--- config.mk ---
export PLATFORM = sky130hd
export DESIGN_NAME = sensor_frame_deframer_core
export DESIGN_NICKNAME = d
export VERILOG_FILES = /design/src/rtl/core/sfd_pkg.sv /design/src/rtl/core/sensor_frame_deframer_core.sv /design/src/rtl/core/sfd_parser.sv /design/src/rtl/core/sfd_unit_table.sv /design/src/rtl/core/sfd_decode.sv
export SDC_FILE = /design/constraint.sdc
export NUM_CORES = 1
export LEC_CHECK = 0
export CORE_ASPECT_RATIO = 1.25
export CORE_MARGIN = 1
export CORE_UTILIZATION = 57
export DETAILED_ROUTE_END_ITERATION = 6
export DONT_BUFFER_PORTS = 1
export PLACE_DENSITY = 0.75
export SLEW_MARGIN = 5
export SYNTH_ARGS = -nofsm -noshare
export SYNTH_HDL_FRONTEND = slang
export SYNTH_SLANG_ARGS = --single-unit
--- constraint.sdc ---
create_clock -name i_clk -period 13.95 [get_ports i_clk]
set_clock_uncertainty 0.15 [all_clocks]
set_input_delay 2.79 -clock i_clk [delete_from_list [all_inputs] [get_ports i_clk]]
set_output_delay 2.79 -clock i_clk [all_outputs]
set_load 0.005 [all_outputs]
--- src/rtl/core/sfd_pkg.sv ---
package sfd_pkg;

    localparam logic [7:0]  PREFIX_HI  = 8'd79;
    localparam logic [7:0]  PREFIX_LO  = 8'd213;
    localparam logic [7:0]  EMG_OFFSET = 8'd200;
    localparam logic [7:0]  MIN_LEN    = 8'd2;
    localparam logic [12:0] BATT_BASE  = 13'd2000;

    localparam int HDR_BYTES = 13;
    localparam int HDR_IW    = $clog2(HDR_BYTES);
    localparam int TDATA_W   = 144;
    localparam int PADDR_W   = 4;

    localparam logic [1:0] REG_BATT  = 2'd0;
    localparam logic [1:0] REG_STEPS = 2'd1;
    localparam logic [1:0] REG_ACCEL = 2'd2;

    typedef enum logic [2:0] {
        PH_HUNT0,
        PH_HUNT1,
        PH_RSSI,
        PH_LEN,
        PH_BODY
    } t_phase;

    typedef enum logic [1:0] {
        ST_PARAM = 2'd0,
        ST_EMG   = 2'd1,
        ST_ERR   = 2'd2
    } t_status;

    typedef logic [HDR_BYTES-1:0][7:0] t_hdr;

    typedef struct packed {
        logic err;
        t_hdr hdr;
    } t_frame_ev;

    typedef struct packed {
        t_status     status;
        logic [7:0]  rssi;
        logic [7:0]  packet_number;
        logic [31:0] unit_code;
        logic [3:0]  unit_slot;
        logic [7:0]  point_count;
        logic [12:0] battery_mv;
        logic        battery_valid;
        logic [7:0]  param_code;
        logic [23:0] param_word;
        logic [15:0] emg_amplitude;
        logic [15:0] spectrum_scale;
    } t_result;

    function automatic logic [12:0] batt_mv(input logic [7:0] b);
        return BATT_BASE + {2'b00, b, 3'b000} + {4'b0000, b, 1'b0};
    endfunction

endpackage

--- src/rtl/core/sensor_frame_deframer_core.sv ---
// Byte-stream deframer for a sensor base-station link. One byte enters per
// s_ beat, and a byte is taken in every cycle while the result side keeps up.
// The block hunts for the prefix 79,213, captures the RSSI byte and a
// length-prefixed frame, and checks the modulo-256 checksum in the last
// frame byte. At the end of each frame one result beat leaves on m_: a
// decoded parameter or EMG header (m_tuser 0 or 1) or a checksum or length error
// (m_tuser 2, only rssi and packet number set). The result passes through
// the frame event register and then the output register, where the unit-id
// lookup and the table update are done against all UNIT_SLOTS entries in
// parallel. The unit table is cleared at reset. Registers on the APB port:
// battery parameter code at 0x0, step code at 0x4, accelerometer code at 0x8;
// write them only while no frame is in progress.
module sensor_frame_deframer_core #(
    parameter int UNIT_SLOTS = 8
) (
    input  logic                        i_clk,
    input  logic                        i_rst_n,
    input  logic                        s_tvalid,
    output logic                        s_tready,
    input  logic [7:0]                  s_tdata,   // [7:0] byte_in
    output logic                        m_tvalid,
    input  logic                        m_tready,
    // [7:0] rssi, [15:8] packet_number, [47:16] unit_code, [51:48] unit_slot,
    // [59:52] point_count, [72:60] battery_mv, [73] battery_valid,
    // [81:74] param_code, [105:82] param_word, [121:106] emg_amplitude,
    // [137:122] spectrum_scale, [143:138] zero
    output logic [sfd_pkg::TDATA_W-1:0] m_tdata,
    output logic [1:0]                  m_tuser,   // [1:0] status
    input  logic                        psel,
    input  logic                        penable,
    input  logic                        pwrite,
    input  logic [sfd_pkg::PADDR_W-1:0] paddr,
    input  logic [31:0]                 pwdata,
    output logic [31:0]                 prdata,
    output logic                        pready
);

    logic [7:0] r_batt_code;
    logic [7:0] r_steps_code;
    logic [7:0] r_accel_code;
    logic       cfg_wr;

    logic               ev_valid;
    logic               ev_ready;
    sfd_pkg::t_frame_ev ev;
    logic [31:0]        unit_id;
    logic [3:0]         unit_slot;
    sfd_pkg::t_result   res;
    logic               r_out_valid;
    sfd_pkg::t_result   r_res;

    assign pready = 1'b1;
    assign cfg_wr = psel && penable && pwrite;

    always_ff @(posedge i_clk) begin
        if (!i_rst_n) begin
            r_batt_code  <= 8'd0;
            r_steps_code <= 8'd1;
            r_accel_code <= 8'd2;
        end else if (cfg_wr) begin
            unique case (paddr[3:2])
                sfd_pkg::REG_BATT:  r_batt_code  <= pwdata[7:0];
                sfd_pkg::REG_STEPS: r_steps_code <= pwdata[7:0];
                sfd_pkg::REG_ACCEL: r_accel_code <= pwdata[7:0];
                default: begin
                end
            endcase
        end
    end

    always_comb begin
        unique case (paddr[3:2])
            sfd_pkg::REG_BATT:  prdata = {24'd0, r_batt_code};
            sfd_pkg::REG_STEPS: prdata = {24'd0, r_steps_code};
            sfd_pkg::REG_ACCEL: prdata = {24'd0, r_accel_code};
            default:            prdata = '0;
        endcase
    end

    sfd_parser u_parser (
        .i_clk      (i_clk),
        .i_rst_n    (i_rst_n),
        .i_valid    (s_tvalid),
        .o_ready    (s_tready),
        .i_byte     (s_tdata),
        .o_ev_valid (ev_valid),
        .i_ev_ready (ev_ready),
        .o_ev       (ev)
    );

    sfd_decode u_decode (
        .i_ev        (ev),
        .i_slot      (unit_slot),
        .i_batt_code (r_batt_code),
        .o_id        (unit_id),
        .o_res       (res)
    );

    sfd_unit_table #(
        .UNIT_SLOTS (UNIT_SLOTS)
    ) u_table (
        .i_clk    (i_clk),
        .i_rst_n  (i_rst_n),
        .i_id     (unit_id),
        .i_commit (ev_valid && ev_ready && !ev.err),
        .o_slot   (unit_slot)
    );

    assign ev_ready = !r_out_valid || m_tready;

    always_ff @(posedge i_clk) begin
        if (!i_rst_n) begin
            r_out_valid <= 1'b0;
        end else if (ev_ready) begin
            r_out_valid <= ev_valid;
        end
    end

    always_ff @(posedge i_clk) begin
        if (ev_valid && ev_ready) r_res <= res;
    end

    assign m_tvalid = r_out_valid;
    assign m_tuser  = r_res.status;
    assign m_tdata  = {6'd0, r_res.spectrum_scale, r_res.emg_amplitude, r_res.param_word,
                       r_res.param_code, r_res.battery_valid, r_res.battery_mv,
                       r_res.point_count, r_res.unit_slot, r_res.unit_code,
                       r_res.packet_number, r_res.rssi};

endmodule

--- src/rtl/core/sfd_parser.sv ---
module sfd_parser (
    input  logic               i_clk,
    input  logic               i_rst_n,
    input  logic               i_valid,
    output logic               o_ready,
    input  logic [7:0]         i_byte,
    output logic               o_ev_valid,
    input  logic               i_ev_ready,
    output sfd_pkg::t_frame_ev o_ev
);

    sfd_pkg::t_phase    r_phase, n_phase;
    logic [7:0]         r_idx, n_idx;
    logic [7:0]         r_len, n_len;
    logic [7:0]         r_sum, n_sum;
    sfd_pkg::t_hdr      r_hdr, n_hdr;
    logic               r_ev_valid;
    sfd_pkg::t_frame_ev r_ev;

    logic accept;
    logic last;
    logic fire;
    logic fire_err;

    assign o_ready    = !r_ev_valid || i_ev_ready;
    assign accept     = i_valid && o_ready;
    assign last       = ({1'b0, r_idx} + 9'd1) >= {1'b0, r_len};
    assign o_ev_valid = r_ev_valid;
    assign o_ev       = r_ev;

    always_comb begin
        n_phase = r_phase;
        if (accept) begin
            unique case (r_phase)
                sfd_pkg::PH_HUNT0: begin
                    if (i_byte == sfd_pkg::PREFIX_HI) n_phase = sfd_pkg::PH_HUNT1;
                end
                sfd_pkg::PH_HUNT1: begin
                    if (i_byte == sfd_pkg::PREFIX_LO) n_phase = sfd_pkg::PH_RSSI;
                    else if (i_byte != sfd_pkg::PREFIX_HI) n_phase = sfd_pkg::PH_HUNT0;
                end
                sfd_pkg::PH_RSSI: n_phase = sfd_pkg::PH_LEN;
                sfd_pkg::PH_LEN: begin
                    if (i_byte < sfd_pkg::MIN_LEN) n_phase = sfd_pkg::PH_HUNT0;
                    else n_phase = sfd_pkg::PH_BODY;
                end
                sfd_pkg::PH_BODY: begin
                    if (last) n_phase = sfd_pkg::PH_HUNT0;
                end
                default: n_phase = sfd_pkg::PH_HUNT0;
            endcase
        end
    end

    always_comb begin
        n_idx    = r_idx;
        n_len    = r_len;
        n_sum    = r_sum;
        n_hdr    = r_hdr;
        fire     = 1'b0;
        fire_err = 1'b0;
        if (accept) begin
            case (r_phase)
                sfd_pkg::PH_RSSI: begin
                    n_hdr    = '0;
                    n_hdr[0] = i_byte;
                end
                sfd_pkg::PH_LEN: begin
                    n_len = i_byte;
                    n_sum = i_byte;
                    n_idx = 8'd1;
                    if (i_byte < sfd_pkg::MIN_LEN) begin
                        fire     = 1'b1;
                        fire_err = 1'b1;
                    end
                end
                sfd_pkg::PH_BODY: begin
                    if (r_idx < 8'(sfd_pkg::HDR_BYTES)) begin
                        n_hdr[r_idx[sfd_pkg::HDR_IW-1:0]] = i_byte;
                    end
                    if (last) begin
                        fire     = 1'b1;
                        fire_err = (i_byte != r_sum);
                    end else begin
                        n_sum = r_sum + i_byte;
                        n_idx = r_idx + 8'd1;
                    end
                end
                default: begin
                end
            endcase
        end
    end

    always_ff @(posedge i_clk) begin
        if (!i_rst_n) begin
            r_phase    <= sfd_pkg::PH_HUNT0;
            r_idx      <= '0;
            r_len      <= '0;
            r_sum      <= '0;
            r_ev_valid <= 1'b0;
        end else begin
            r_phase <= n_phase;
            r_idx   <= n_idx;
            r_len   <= n_len;
            r_sum   <= n_sum;
            if (o_ready) r_ev_valid <= fire;
        end
    end

    always_ff @(posedge i_clk) begin
        r_hdr <= n_hdr;
        if (fire) begin
            r_ev.err <= fire_err;
            r_ev.hdr <= n_hdr;
        end
    end

endmodule

--- src/rtl/core/sfd_unit_table.sv ---
module sfd_unit_table #(
    parameter int UNIT_SLOTS = 8
) (
    input  logic        i_clk,
    input  logic        i_rst_n,
    input  logic [31:0] i_id,
    input  logic        i_commit,
    output logic [3:0]  o_slot
);

    localparam int SW = (UNIT_SLOTS > 1) ? $clog2(UNIT_SLOTS) : 1;

    logic [31:0]   r_table [UNIT_SLOTS];
    logic          hit;
    logic [SW-1:0] hit_slot;
    logic          empty;
    logic [SW-1:0] empty_slot;

    always_comb begin
        hit      = 1'b0;
        hit_slot = '0;
        for (int n = 0; n < UNIT_SLOTS; n++) begin
            if (r_table[n] == i_id) begin
                hit      = 1'b1;
                hit_slot = SW'(n);
            end
        end
    end

    always_comb begin
        empty      = 1'b0;
        empty_slot = '0;
        for (int n = UNIT_SLOTS - 1; n >= 0; n--) begin
            if (r_table[n] == 32'd0) begin
                empty      = 1'b1;
                empty_slot = SW'(n);
            end
        end
    end

    always_comb begin
        if (hit) o_slot = 4'(hit_slot);
        else if (empty) o_slot = 4'(empty_slot);
        else o_slot = 4'(UNIT_SLOTS);
    end

    always_ff @(posedge i_clk) begin
        if (!i_rst_n) begin
            for (int n = 0; n < UNIT_SLOTS; n++) r_table[n] <= '0;
        end else if (i_commit && !hit && empty) begin
            r_table[empty_slot] <= i_id;
        end
    end

endmodule

--- src/rtl/core/sfd_decode.sv ---
module sfd_decode (
    input  sfd_pkg::t_frame_ev i_ev,
    input  logic [3:0]         i_slot,
    input  logic [7:0]         i_batt_code,
    output logic [31:0]        o_id,
    output sfd_pkg::t_result   o_res
);

    sfd_pkg::t_hdr h;
    logic          is_emg;

    assign h      = i_ev.hdr;
    assign o_id   = {h[2], h[3], h[4], h[5]};
    assign is_emg = h[6] > sfd_pkg::EMG_OFFSET;

    always_comb begin
        o_res               = '0;
        o_res.rssi          = h[0];
        o_res.packet_number = h[1];
        if (i_ev.err) begin
            o_res.status = sfd_pkg::ST_ERR;
        end else begin
            o_res.unit_code = o_id;
            o_res.unit_slot = i_slot;
            if (is_emg) begin
                o_res.status         = sfd_pkg::ST_EMG;
                o_res.point_count    = h[6] - sfd_pkg::EMG_OFFSET;
                o_res.battery_mv     = sfd_pkg::batt_mv(h[7]);
                o_res.battery_valid  = 1'b1;
                o_res.emg_amplitude  = {h[9], h[10]};
                o_res.spectrum_scale = {h[11], h[12]};
            end else begin
                o_res.status      = sfd_pkg::ST_PARAM;
                o_res.point_count = h[6];
                o_res.param_code  = h[7];
                o_res.param_word  = {h[8], h[9], h[10]};
                if (h[7] == i_batt_code) begin
                    o_res.battery_mv    = sfd_pkg::batt_mv(h[8]);
                    o_res.battery_valid = 1'b1;
                end
            end
        end
    end

endmodule

-- Word level (Yosys, flattened, before mapping)
Memories as Yosys holds them, arrays and structs flattened.
Cells that the tools add are included.
- word-level logic and storage cells: 189
- memories kept: 1
- output and inout port bits: 181
- bits in read-only memories: 0
- bits in writable memories: 256
- flip-flop bits (word level): 402
- input bits: 51
- latch bits: 0
- equal/unequal tests: 23
- reduce and logical (&&, ||, !) cells: 35
- magnitude comparators: 6
- $add $sub $neg: 8
- bitwise logic cells: 1
- shifts and indexed selects: 0
- div/mod/pow operators: 0
- $mul: 0
- multiplexer cells: 66
- memory list (memory ; depth ; bits a word ; read ports ; clocked after Yosys merged registers in ; write ports ; line ; text):
    u_table.r_table ; 8 ; 32 ; 8 ; 0 ; 8 ; sfd_unit_table.sv:13 ; logic [31:0] r_table [UNIT_SLOTS];
- operator list (kind ; number):
    $eq A32 B32 Y1 ; 8
    $logic_not A32 Y1 ; 8
    $mux W104 ; 2
    $pmux W104 S2 ; 1
    $bwmux W104 ; 1
    $mux W3 ; 19
    $demux W8 S4 ; 1
    $mux W32 ; 1
    $pmux W8 S2 ; 2
    $reduce_or A32 Y1 ; 1
    $mux W1 ; 27
    $add A13 B9 Y13 ; 2
    $add A11 B11 Y12 const A ; 2
    $mux W8 ; 3
    $pmux W8 S3 ; 1
    $mux W22 ; 1
    $pmux W3 S5 ; 1
    $mux W14 ; 1
    $add A8 B1 Y9 const B ; 1
    $ge A9 B8 Y1 ; 1
    $add A8 B1 Y8 const B ; 1
    $add A8 B8 Y8 ; 1
    $eq A8 B7 Y1 const B ; 1
    $eq A8 B8 Y1 ; 1
    31 further kinds ; 51

-- Depth between registers and ports, before layout
Gate-level depths: netlist (run 1).
An unclocked memory read counts as a cell.
- depth in word-level cells: 18
- mapped depth: 13

-- Hierarchy
A second synthesis (run 1) with hierarchy kept.
- cell total of the unflattened synthesis: 2500
- area total of the unflattened synthesis: 30793.3 µm²
- modules (own cells, without submodules) (module ; sequential area each (µm²) ; times used ; cells each ; area each (µm²)):
    sfd_unit_table ; 7687.4 ; 1 ; 1114 ; 14124.8
    sfd_parser ; 5795.6 ; 1 ; 735 ; 8738.4
    sensor_frame_deframer_core ; 4704.5 ; 1 ; 300 ; 5616.6
    sfd_decode ; 0.0 ; 1 ; 351 ; 2313.5

-- Least setup slack after synthesis (run 1)
OpenSTA, ideal clock, no wires.
- path kind: input-to-reg
- from: input m_tready
- to: memory u_table.r_table[1][0] (enable)
- arrival time: 12.548 ns
- library setup time: 0.470 ns
- stages on the path: 8
- data required time: 13.330 ns
- setup slack: 0.782 ns
- path through: nor2b_1 nor2b_1 nand3b_1 a21oi_1 nand3_2 clkbuf_1 buf_2 o31ai_1
- RTL lines (element ; line ; text):
    start: declaration ; sensor_frame_deframer_core.sv:22 ; input logic m_tready,
    end: declaration ; sfd_unit_table.sv:13 ;

-- Final worst setup path (run 1)
- from: input paddr[3] (netlist name)
- to: output prdata[7]
- word-level cells in the longest chain between the ends: 2
- ends and longest elaborated chain (element ; line ; text):
    start: declaration ; sensor_frame_deframer_core.sv:32 ; input logic [sfd_pkg::PADDR_W-1:0] paddr,
    $eq A2 B2 Y1, or another cell as far along ; sensor_frame_deframer_core.sv:72 ; unique case (paddr[3:2])
    $pmux W8 S3 * ; sensor_frame_deframer_core.sv:72 ;
    end: declaration ; sensor_frame_deframer_core.sv:34 ; output logic [31:0] prdata,
Every way passes the cells marked *; elsewhere a longest branch is shown, timed or not.

==> results of run 1 <==
==> sequential cells by signal (all words and copies together), names as in the netlist, 104 cells and up <==
name             flops
u_parser.r_hdr     104
u_table.r_table    256
u_parser.o_ev      105
m_tdata            137
==> metal layers <==
metal	wire [um]	GRT usage	part of all wire	vias up
met3	6980	0.0661	0.084	278
met4	6140	0.205	0.074	0
met1	28700	0.365	0.34	9610
li1	-	-	-	8653
met2	41600	0.532	0.50	982
met5	0	0	0	-
==> cell families after synthesis <==
family | Yosys count | synth area share
buffers and inverters | 265 | 0.0441
other | 2 | 0.000256
flip-flops | 657 | 0.619
multiplexers | 37 | 0.0127
AO/OA/AOI/OAI | 237 | 0.0548
adder cells (fa/ha/maj) | 38 | 0.0170
XOR/XNOR | 300 | 0.0896
AND/OR/NAND/NOR | 861 | 0.162
==> synth_stat cells, types with 3 or more instances <==
cell type | number | share of area
a22o_1 | 50 | 0.015
xor2_1 | 213 | 0.064
nor2b_1 | 43 | 0.0092
clkbuf_1 | 95 | 0.012
nand3_1 | 40 | 0.0068
buf_6 | 3 | 0.0012
or3_1 | 4 | 0.00085
buf_4 | 64 | 0.016
fa_1 | 3 | 0.0020
clkinv_1 | 33 | 0.0042
nor4_1 | 316 | 0.067
edfxtp_1 | 500 | 0.51
a21o_1 | 10 | 0.0026
and2_1 | 68 | 0.015
mux2i_1 | 36 | 0.012
ha_1 | 35 | 0.015
o22ai_1 | 3 | 0.00064
nand2_1 | 122 | 0.016
o21a_1 | 8 | 0.0020
nor2_1 | 99 | 0.013
o311ai_0 | 4 | 0.0012
nor2_2 | 30 | 0.0064
and3_1 | 7 | 0.0015
o211a_1 | 5 | 0.0017
a21oi_1 | 35 | 0.0060
nand2b_1 | 11 | 0.0023
nor3_1 | 53 | 0.0090
a21boi_0 | 6 | 0.0015
o31ai_1 | 9 | 0.0023
inv_1 | 30 | 0.0038
xnor2_1 | 87 | 0.026
dfxtp_1 | 157 | 0.11
buf_1 | 13 | 0.0017
buf_2 | 27 | 0.0046
nand4_1 | 54 | 0.012
o21ai_0 | 80 | 0.014
o211ai_1 | 6 | 0.0015
==> where the power goes <==
part,switching (mW),internal [mW],total (mW)
clock,0.765,1.02,1.79
combinational,0.0545,0.0299,0.0844
sequential,0.0320,2.13,2.16
total,0.852,3.18,4.03
==> per-stage QoR <==
stage / power, mW / util / setup slack (ns) / area, sq um / hold slack [ns]
5_1_grt: 4.12 / 0.627 / 7.45 / 31700 / 0.282
2_1_floorplan: 2.26 / - / 0.782 / 29400 / 0.250
6_report: 4.03 / 0.627 / 7.55 / 31700 / 0.267
3_3_place_gp: 2.28 / 0.583 / 7.61 / 29600 / 0.256
3_5_place_dp: 2.28 / 0.583 / 7.57 / 29600 / 0.255
4_1_cts: 4.04 / 0.627 / 7.56 / 31700 / 0.275
==> area by class of cell <==
cell class                 count  area share
sequential                   657       0.572
multi-input combinational   1505       0.319
clock buffer                  64      0.0488
tap                          658      0.0259
clock inverter                52      0.0203
inverter                      63     0.00745
timing repair buffer          26     0.00654
==> final timing paths <==
check	end	depth (start not counted)
max reg2reg	u_parser.o_ev[4]	11
min	m_tdata[14]	0
min reg2reg	m_tdata[14]	0
max	prdata[7]	3
==> metrics.md, run 1 <==
| Metric | Value |
|---|---|
| Largest stage delay on the critical path | roughly 0.42 ns |
| Detailed-route DRC error count | 0 |
| Fill cell total of the finished layout | around 4,000 |
| Fin Setup TNS | 0 ns |
| Capturing element type of the critical path | output pin |
| Gate Count Post-Synth | ~2,400 |
| Storage element area | 18,200 sq um |
| Worst setup SP type | input port |
| Vias in the first global route | 19,200 |
| Per-cell routed wire length | around 28 um |
| Max transition margin | 0.200 |
| Critical Path Fanout Max | 12 |
| Sequential area share after synthesis | 0.619 |
| Count of synthesis-stage warnings from yosys | 0 |
| Pin count of the biggest net entering global routing | 233 |
| Antenna diode instance count | 0 |
| Post-CTS Setup Bufs | 0 |
| Final Setup Violations | 0 |
| Leak | 10.4 nW |
| Post-Synthesis Cell Area | just under 30,000 sq um |
| Total number of clock tree sinks | 657 |
| Remaining antenna violation count after routing | 0 |
| Area of the placeable core | roughly 50,000 sq um |
| Gpl congestion | 0.980 |
| Aggregate routed wire length | 83,300 um |
| DR iter-0 viols | 1,877 |
| Reported max-cap violation count | 0 |
| Number of hold violations in the final report | 0 |
| FF-to-FF setup slack | a little under 9 ns |
| Hold buffer count at cts | 0 |
| Final Max Slew Viols | 0 |
| Average footprint of a synthesized cell | 12.2 sq um |
| Global-route wire length before repair | around 120,000 um |
| Number of clock buffers inserted by TritonCTS | 61 |
| Number of enable-type register cells in the synthesized netlist | 500 |
| Achievable clock frequency | approximately 160 MHz |
| Filler-free cell count of the finished design | ~3,000 |
| Total routing resource utilization after global routing | 0.317 |
| Final period util | 0.459 |
| Area used by multi-input combinational logic | 10,100 sq um |
| TritonCTS clock tree | built |
| Count of cell types in the netlist | 65 |
| Vias after detailed routing | slightly below 20,000 |
| Commonest non-fill, non-tap cells in the layout | 500 x edfxtp_1, 316 x nor4_1, 213 x xor2_1 |
| Unrepaired setup endpoints after global routing | no |
| Seq cells post-synth | roughly 660 |
| Share of async-settable or async-resettable flops after synthesis | 0 |
| Cells resized by post-CTS repair | 0 |
| Required time at the worst-slack endpoint | 11.01 ns |
| GR Overflow Total | 0 |
| Reg-to-reg critical path startpoint | u_parser.r_idx[0] |
| Buffers on Ports | 0 |
| Dominant synthesized flop cell | edfxtp_1 |
| Setup Crit Path Kind | input port to output pin |
| Synthesis-to-finish area growth | 8.29% |
| Total power density per cell area | 127 nW/um^2 |
| Min cycle time layout | ~6.4 ns |
| Cell-by-cell listing of the critical path | nor2b_1 -> nand2_1 -> o21ai_0 |
| Number of buffer and inverter instances along the worst setup path | 0 |
| Class of the worst hold path | register to register |
| Num rows | between 90 and 100 |
| Die X-Extent | between 200 and 250 um |
| Die height | 256 um |
| Maximum buffer depth of the clock tree | 3 |
| Worst Hold Launch | u_parser.o_ev[14] |
| Crit path from | paddr[3] |
| Most frequent standard cell in the layout excluding fill and tap cells | edfxtp_1 |
| Initial core utilization | 0.579 |
| DPL Wire Length | about 55,000 um |
| Cell class contributing the biggest share of worst-path delay | simple AND/OR/NAND/NOR gates |
| Number of nets in the finished design | around 2,400 |
| Area of the die | 52,300 sq um |
| Status | finished clean |
| Clock-pin slew on the worst setup and hold paths | roughly 0.07 ns |
| Root Driver | clkbuf_16 |
| Via/cell ratio | 6.45 |
| Cell total after placement | 2,909 |
| Share of layout cells above drive strength 1 | 0.0790 |
| CTS HTree Levels | 2 |
| Slowest stage cell, crit path | nor2b_1 |
| Pre-Repair DR Iteration Count | 5 |
| Transition time of the tightest slew-check pin | 1.20 ns |
| IO Pins | about 230 |
| Antenna violations before repair | 0 |
| Data arrival time of the worst path | ~3.5 ns |
| Later-pin clock latency in the skew report | 0.68 ns |
| Peak supply drop | about 0.00013 V |
No activity file was read; power rests on OpenSTA's default activity.
==> inputs of run 2 (changes only) <==
--- a/config.mk
+++ b/config.mk
@@ -5,6 +5,7 @@
 export SDC_FILE = /design/constraint.sdc
 export NUM_CORES = 1
 export LEC_CHECK = 0
+export ABC_AREA = 1
 export CORE_ASPECT_RATIO = 1.25
 export CORE_MARGIN = 1
 export CORE_UTILIZATION = 57
==> constraint.sdc (replaced) <==
create_clock -name i_clk -period 5.5 [get_ports i_clk]
set_clock_uncertainty 0.15 [all_clocks]
set_input_delay 1.1 -clock i_clk [delete_from_list [all_inputs] [get_ports i_clk]]
set_output_delay 1.1 -clock i_clk [all_outputs]
set_load 0.005 [all_outputs]
==> metrics.md, run 2 <==
| Metric | Value |
|---|---|
| Reg-to-reg critical path startpoint | u_parser.o_ev[34] |
| Post-synthesis share of cell area spent on full adders, half adders and majority gates | 0.0164 (-0.000588) |
| Worst Hold Launch | u_parser.o_ev[12] |
| Slowest stage cell, crit path | edfxtp_1 |
| Storage element area | 18,200 sq um (unchanged) |
| Cell repeated most along the worst path | nand2_1 |
| Cell area after layout | 32,500 sq um (+2.5%) |
| Post-CTS Setup Bufs | 0 (unchanged) |
| Worst setup SP type | register |
| Synthesis-to-finish area growth | 7.17% |
| Reg-to-Reg End | u_table.r_table[6][25] |
| Required time at the worst-slack endpoint | 5.63 ns (-5.38 ns) |
| Via/cell ratio | 5.57 (-14%) |
| GR Overflow Total | 0 (unchanged) |
| Sequential area share after synthesis | 0.598 (-0.0214) |
| Cells resized by post-CTS repair | 0 (unchanged) |
| Later-pin clock latency in the skew report | 0.62 ns (-0.06 ns) |
| Cell with the most instances after synthesis | nor2_1 |
| Most frequent standard cell in the layout excluding fill and tap cells | nor2_1 |
| Share of layout cells above drive strength 1 | 0.108 (+0.0292) |
| Vias after detailed routing | 20,400 (+4.5%) |
| IO Pins | 232 (unchanged) |
| Aggregate routed wire length | 74,900 um (-10%) |
| Number of buffer and inverter instances along the worst setup path | 2 (+2) |
| Synth Area in XOR/XNOR | 0.0684 (-0.0213) |
| Hold depth | 0 (unchanged) |
| Area of the die | 54,200 sq um (+3.6%) |
| Buffers on Ports | 0 (unchanged) |
| Number of nets in the finished design | 3,029 (+26%) |
| Post-Synthesis Cell Area | 30,400 sq um (+3.6%) |
| Unrepaired setup endpoints after global routing | no |
| Antenna violations before repair | 0 (unchanged) |
| Gpl congestion | 0.919 (-6.3%) |
| Fin Setup TNS | 0 ns (unchanged) |
| Cell-by-cell listing of the critical path | inv_2 -> or2_0 -> nand3_1 -> nor2_1 -> nand2_1 -> nor2_1 -> nand2_1 -> nand2_1 -> nor2_4 -> nand3_4 -> nor2_8 -> nand4_4 -> nand2_1 -> buf_4 |
| Final Setup Violations | 0 (unchanged) |
| Die height | 260 um (+1.8%) |
| Average footprint of a synthesized cell | 10.3 sq um (-16%) |
| Count of synthesis-stage warnings from yosys | 0 (unchanged) |
| R2r worst-path depth | 14 (+3) |
| DPL Wire Length | 50,700 um (-8.6%) |
| Fill cell total of the finished layout | 4,043 (+3.9%) |
| Peak supply drop | 0.000360 V (+180%) |
| Most flop-heavy register | u_table.r_table |
| Die X-Extent | 208 um (+1.8%) |
| Global-route wire length before repair | 113,000 um (-6.5%) |
| Pin count of the biggest net entering global routing | 61 (-74%) |
| Compound-cell area share of the yosys netlist | 0.0516 (-0.00321) |
| Commonest cells in the netlist | 522 x nor2_1, 500 x edfxtp_1, 460 x nand2_1 |
| Dominant synthesized flop cell | edfxtp_1 |
| Reported max-cap violation count | 0 (unchanged) |
| Detailed-route DRC error count | 0 (unchanged) |
| Root Driver | clkbuf_16 |
| Achievable clock frequency | about 250 MHz |
| Min cycle time layout | 4.08 ns |
| Count of cell types in the netlist | 56 (-14%) |
| FF-to-FF setup slack | 1.42 ns (-7.34 ns) |
| Vias in the first global route | 20,400 (+6.5%) |
| Number of hold violations in the final report | 0 (unchanged) |
| Capturing element type of the critical path | register |
| Number of clock buffers inserted by TritonCTS | 66 (+8.2%) |
| Num rows | 94 (+2.2%) |
| Remaining antenna violation count after routing | 0 (unchanged) |
| Cell class contributing the biggest share of worst-path delay | simple AND/OR/NAND/NOR gates |
| Hold buffer count at cts | 0 (unchanged) |
| Flip-flop count of the largest register, all copies and words added | 256 (unchanged) |
| TritonCTS clock tree | built |
| Post-synthesis cell type with the largest combined area | edfxtp_1 |
| Initial core utilization | 0.578 (-0.00119) |
| Clock-pin slew on the worst setup and hold paths | 0.07 ns (about the same) |
| Class of the worst hold path | register to register |
| Seq cells post-synth | 657 (unchanged) |
| Multiplexer share of the synthesized area | 0 (-0.0127) |
| Critical Path Fanout Max | 17 (+5) |
| Data arrival time of the worst path | 4.21 ns (+0.75 ns) |
| Commonest non-fill, non-tap cells in the layout | 522 x nor2_1, 500 x edfxtp_1, 460 x nand2_1 |
| Per-cell routed wire length | 20.4 um (-26%) |
| Uppermost layer routed | met4 |
| Wire length on met1 | 26,700 um (-6.7%) |
| Worst Hold Endpoint | m_tdata[12] |
| Area used by multi-input combinational logic | 9960 sq um (-1.6%) |
| Gate Count Post-Synth | 2,954 (+23%) |
| Status | finished clean |
| Cell types occupying the most area after synthesis | edfxtp_1 49%, dfxtp_1 10%, nor2_1 6.5%, xnor2_1 6.2%, nand2_1 5.7% |
| Leak | 12.2 nW (+17%) |
| Share of async-settable or async-resettable flops after synthesis | 0 (unchanged) |
| Transition time of the tightest slew-check pin | 0.839 ns (-0.358 ns) |
| CTS HTree Levels | 3 (+1) |
| Final period util | 0.742 |
| Final-layout worst hold slack | 0.257 ns (-0.00995 ns) |
| Area of the placeable core | 52,600 sq um (+3.8%) |
| Max transition margin | 0.439 (+0.239) |
| Cell Area, Placed | 30,400 sq um (+3.0%) |
| Number of enable-type register cells in the synthesized netlist | 500 (unchanged) |
| Pre-Repair DR Iteration Count | 6 (+1) |
| Antenna diode instance count | 0 (unchanged) |
| Final Max Slew Viols | 0 (unchanged) |
| Setup Crit Path Kind | register to register |
| Largest family of logic cells by synthesized area | simple AND/OR/NAND/NOR gates |
| Simple-gate portion of the synthesized area | 0.188 (+0.0257) |
| Total routing resource utilization after global routing | 0.278 (-0.0389) |
| Top cell type's share of synthesized area | 0.495 (-0.0177) |
| Total power density per cell area | 386 nW/um^2 (+200%) |
| DR iter-0 viols | 1,483 (-21%) |
| Met2 wire len | 38,500 um (-7.4%) |
| Largest stage delay on the critical path | 0.74 ns (+0.32 ns) |
| Total number of clock tree sinks | 657 (unchanged) |
| Routed wl met3 | 5430 um (-22%) |
| Maximum buffer depth of the clock tree | 3 (unchanged) |
run 2: report_power, final:
part	internal (mW)	switching (mW)	total (mW)
sequential	5.93	0.401	6.33
combinational	0.624	1.24	1.86
clock	2.45	1.92	4.38
total	9.01	3.57	12.6
run 2: kinds of logic (layout without fill, tap and decap cells):
group,after synthesis,in the layout
fa+ha+maj,38,38
compound gates,265,265
other cells,2,32
xor+xnor,237,237
buf+inv,460,469
simple gates,1295,1295
flops,657,657
run 2: worst max path at each step:
stage	startpoint	to	cells past startpoint
global placement	s_tdata[3]	u_parser.o_ev[82]	8
detailed placement	u_parser.o_ev[34]	u_table.r_table[6][24]	14
floorplan	m_tready	m_tdata[0]	4
finish	u_parser.o_ev[34]	u_table.r_table[6][25]	14
CTS	u_parser.o_ev[34]	u_table.r_table[6][28]	14
global route	u_parser.r_idx[0]	u_parser.o_ev[85]	19
run 2: cell type report:
| type | instances | area share |
|---|---|---|
| Multi-Input combinational cell | 1867 | 0.306 |
| Sequential cell | 657 | 0.558 |
| Inverter | 321 | 0.0381 |
| Timing Repair Buffer | 27 | 0.00700 |
| Clock inverter | 35 | 0.00931 |
| Tap cell | 672 | 0.0258 |
| Clock buffer | 86 | 0.0556 |
run 2: worst register-to-register path, stage by stage, from the launching register on:
cell and delay, ns:
edfxtp_1 0.74, inv_2 0.31, or2_0 0.28, nand3_1 0.08, nor2_1 0.04, nand2_1 0.14
nor2_1 0.09, nand2_1 0.09, nand2_1 0.10, nor2_4 0.16, nand3_4 0.12, nor2_8 0.27
nand4_4 0.11, nand2_1 0.64, buf_4 0.40
run 2: metrics by stage:
step / std cells / worst slack, ns / power [mW] / util
final: 3665 / 1.42 / 12.6 / 0.619
after global placement: 3544 / 1.59 / 8.16 / 0.579
after floorplan: 2984 / 0.885 / 7.79 / -
after CTS: 3665 / 1.46 / 12.6 / 0.619
after detailed placement: 3544 / 1.48 / 8.25 / 0.579
after global routing: 3665 / 1.23 / 13.1 / 0.619
run 2: layer usage:
metal	vias to the layer above	track usage
li1	9569	-
met1	9818	0.309
met2	803	0.494
met3	212	0.0502
met4	0	0.172
met5	-	0
==> inputs of run 3 (changes only) <==
--- a/config.mk
+++ b/config.mk
@@ -5,13 +5,13 @@
 export SDC_FILE = /design/constraint.sdc
 export NUM_CORES = 1
 export LEC_CHECK = 0
-export ABC_AREA = 1
+export ABC_AREA = 0
 export CORE_ASPECT_RATIO = 1.25
 export CORE_MARGIN = 1
 export CORE_UTILIZATION = 57
 export DETAILED_ROUTE_END_ITERATION = 6
 export DONT_BUFFER_PORTS = 1
-export PLACE_DENSITY = 0.75
+export PLACE_DENSITY = 0.72
 export SLEW_MARGIN = 5
 export SYNTH_ARGS = -nofsm -noshare
 export SYNTH_HDL_FRONTEND = slang
==> constraint.sdc (replaced) <==
create_clock -name i_clk -period 4.1 [get_ports i_clk]
set_clock_uncertainty 0.15 [all_clocks]
set_input_delay 0.82 -clock i_clk [delete_from_list [all_inputs] [get_ports i_clk]]
set_output_delay 0.82 -clock i_clk [all_outputs]
set_load 0.005 [all_outputs]
==> metrics.md, run 3 (synthesized netlist as in run 1, its figures left out) <==
| Metric | Value |
|---|---|
| R2r worst-path depth | 8 (-6) |
| Min cycle time layout | 3.66 ns (-0.417 ns) |
| Part of the power in combinational logic | 0.023 (-0.125) |
| Area of the die | 52,300 sq um (-3.4%) |
| Total power density per cell area | 415 nW/um^2 (+7.4%) |
| TritonCTS clock tree | built |
| Status | finished clean |
| Vias after detailed routing | 19,300 (-5.5%) |
| Antenna diode instance count | 0 (unchanged) |
| Class of the worst hold path | input port to register |
| Initial core utilization | 0.579 (+0.00119) |
| Global-route wire length before repair | 118,000 um (+4.4%) |
| FF-to-FF setup slack | 0.44 ns (-0.98 ns) |
| Pin count of the biggest net entering global routing | 92 (+51%) |
| Via/cell ratio | 6.32 (+14%) |
| Worst Hold Endpoint | r_accel_code[1] |
| Leak | 10.5 nW (-14%) |
| Most flop-heavy register | u_table.r_table |
| Per-cell routed wire length | 26.2 um (+28%) |
| Detailed-route DRC error count | 0 (unchanged) |
| Die X-Extent | 205 um (-1.7%) |
| Number of clock buffers inserted by TritonCTS | 61 (-7.6%) |
| Area of the placeable core | 50,600 sq um (-3.7%) |
| Cell Area, Placed | 30,000 sq um (-1.6%) |
| Peak supply drop | 0.000320 V (-11%) |
| Final setup slack of the worst path | 0.437 ns (-0.983 ns) |
| Hold buffer count at cts | 0 (unchanged) |
| Met2 capacity usage during global routing | 0.539 (+0.0454) |
| Part of the total power dissipated in sequential elements | 0.555 (+0.051) |
| Transition time of the tightest slew-check pin | 1.06 ns (+0.224 ns) |
| Worst slack, placed | 0.538 ns (-0.947 ns) |
| Achievable clock frequency | 273 MHz (+11%) |
| Commonest non-fill, non-tap cells in the layout | 500 x edfxtp_1, 316 x nor4_1, 213 x xor2_1 |
| GR Overflow Total | 0 (unchanged) |
| Total power draw | 13.2 mW (+5.3%) |
| Number of hold violations in the final report | 0 (unchanged) |
| Cell repeated most along the worst path | nor4_1 |
| Max transition margin | 0.291 (-0.148) |
| Number of nets in the finished design | 2,430 (-20%) |
| Crit path from | u_table.r_table[3][17] |
| Total number of clock tree sinks | 657 (unchanged) |
| Critical Path Fanout Max | 47 (+30) |
| IO Pins | 232 (unchanged) |
| Unrepaired setup endpoints after global routing | no |
| Met3 Use GR | 0.0458 (-0.00440) |
| Vias in the first global route | 19,500 (-4.6%) |
| Most frequent standard cell in the layout excluding fill and tap cells | edfxtp_1 |
| Required time at the worst-slack endpoint | 4.38 ns (-1.25 ns) |
| Cells resized by post-CTS repair | 0 (unchanged) |
| Slowest stage cell, crit path | nor4_1 |
| Gpl congestion | 0.969 (+5.5%) |
| Reported max-cap violation count | 0 (unchanged) |
| Switching part of the total | 0.212 (-0.0712) |
| Root Driver | clkbuf_16 |
| Switching power | 2.81 mW (-21%) |
| Worst setup SP type | register |
| Pre-Repair DR Iteration Count | 5 (-1) |
| Total routing resource utilization after global routing | 0.306 (+0.0284) |
| Aggregate routed wire length | 79,900 um (+6.6%) |
| Setup Crit Path Kind | register to register |
| DPL Wire Length | 55,500 um (+9.5%) |
| Most used routing layer | met2 |
| Hold depth | 1 (+1) |
| Share of layout cells above drive strength 1 | 0.0873 (-0.0210) |
| Final Max Slew Viols | 0 (unchanged) |
| Final period util | 0.893 (+0.152) |
| Maximum buffer depth of the clock tree | 3 (unchanged) |
| Antenna violations before repair | 0 (unchanged) |
| Reg-to-Reg End | u_table.r_table[5][25] |
| Filler-free cell count of the finished design | 3,052 (-17%) |
| Data arrival time of the worst path | 3.94 ns (-0.27 ns) |
| Final Setup Violations | 0 (unchanged) |
| Largest stage delay on the critical path | 0.48 ns (-0.26 ns) |
| Capturing element type of the critical path | register |
| DR iter-0 viols | 1,797 (+21%) |
| Power Internal | 10.4 mW (+16%) |
| Buffers on Ports | 0 (unchanged) |
| Later-pin clock latency in the skew report | 0.65 ns (+0.03 ns) |
| Num rows | 92 (-2.1%) |
| Post-CTS Setup Bufs | 0 (unchanged) |
| CTS HTree Levels | 2 (-1) |
| Die height | 256 um (-1.7%) |
| Cell area after layout | 31,900 sq um (-1.9%) |
| Remaining antenna violation count after routing | 0 (unchanged) |
| Flip-flop count of the largest register, all copies and words added | 256 (unchanged) |
| Reg-to-reg critical path startpoint | u_table.r_table[3][17] |
| Met1 routing resource usage after global routing | 0.337 (+0.0278) |
| Synthesis-to-finish area growth | 8.87% |
| Cell-by-cell listing of the critical path | nor4_1 -> nand4_1 -> nor2_2 -> nor2_1 -> a211oi_1 -> o22ai_4 -> buf_4 -> nor4_1 |
| Clock-pin slew on the worst setup and hold paths | 0.06 ns (about the same) |
| Worst Hold Launch | i_rst_n |
| Clock share of power | 0.422 (+0.074) |
| Cell total after placement | 2,936 (-17%) |
run 3: changes by cell type in the layout (fill, tap and decap cells not counted), moves of 41 or more:
cell     previous run  this run
nor2b_1             0        41
nand2_1           460       119
nor2_2            151        31
xnor2_1           215        87
a22o_1              1        50
o22ai_1           101         2
nor4_1             10       316
nor2_1            522        98
and2_1              1        68
xor2_1             22       213
inv_1             283        30
run 3: layout make-up:
cell class | instances | area, sq um
Fill cell | 3825 | 18700
Tap cell | 658 | 823
Sequential cell | 657 | 18200
Clock inverter | 38 | 329
Inverter | 63 | 236
Clock buffer | 78 | 1630
Multi-Input combinational cell | 1505 | 10200
Timing Repair Buffer | 53 | 573
run 3: worst max-delay path, delay by kind of cell, from the launching register on:
| family | cells | cell delay (ns) |
|---|---|---|
| and+or+nand+nor | 5 | 1.72 |
| AOI/OAI and AO/OA | 2 | 0.76 |
| DFF | 1 | 0.41 |
| buffers and inverters | 1 | 0.37 |
run 3: stage by stage:
| stage | TNS, ns | utilization | hold WS (ns) |
|---|---|---|---|
| 2_1_floorplan | -390.54 | - | 0.250 |
| 3_3_place_gp | 0 | 0.591 | 0.256 |
| 3_5_place_dp | 0 | 0.591 | 0.255 |
| 4_1_cts | 0 | 0.630 | 0.0841 |
| 5_1_grt | 0 | 0.630 | 0.0867 |
| 6_report | 0 | 0.630 | 0.118 |
run 3: how the worst max path moves through the flow:
stage / to / slack (ns) / depth (start not counted)
after floorplan: u_table.r_table[3][0] / -1.17 / 8
after global placement: u_table.r_table[3][17] / 0.57 / 9
after detailed placement: u_table.r_table[5][20] / 0.54 / 9
after CTS: u_table.r_table[5][12] / 0.50 / 9
after global routing: u_parser.o_ev[89] / 0.29 / 11
final: u_table.r_table[5][25] / 0.44 / 8
run 3: routing by layer:
metal  wire length [um]  up-vias
met5                  0        -
met4               5850        0
met3               4690      262
met2              42000      788
met1              27300     9522
li1                   -     8716
run 3: power by group through the flow:
stage	registers [mW]	logic, mW	clock network, mW
floorplan	7.45	0.230	0
global placement	7.47	0.294	0
detailed placement	7.48	0.297	0
CTS	7.34	0.299	5.64
global route	7.35	0.318	5.89
finish	7.34	0.306	5.59
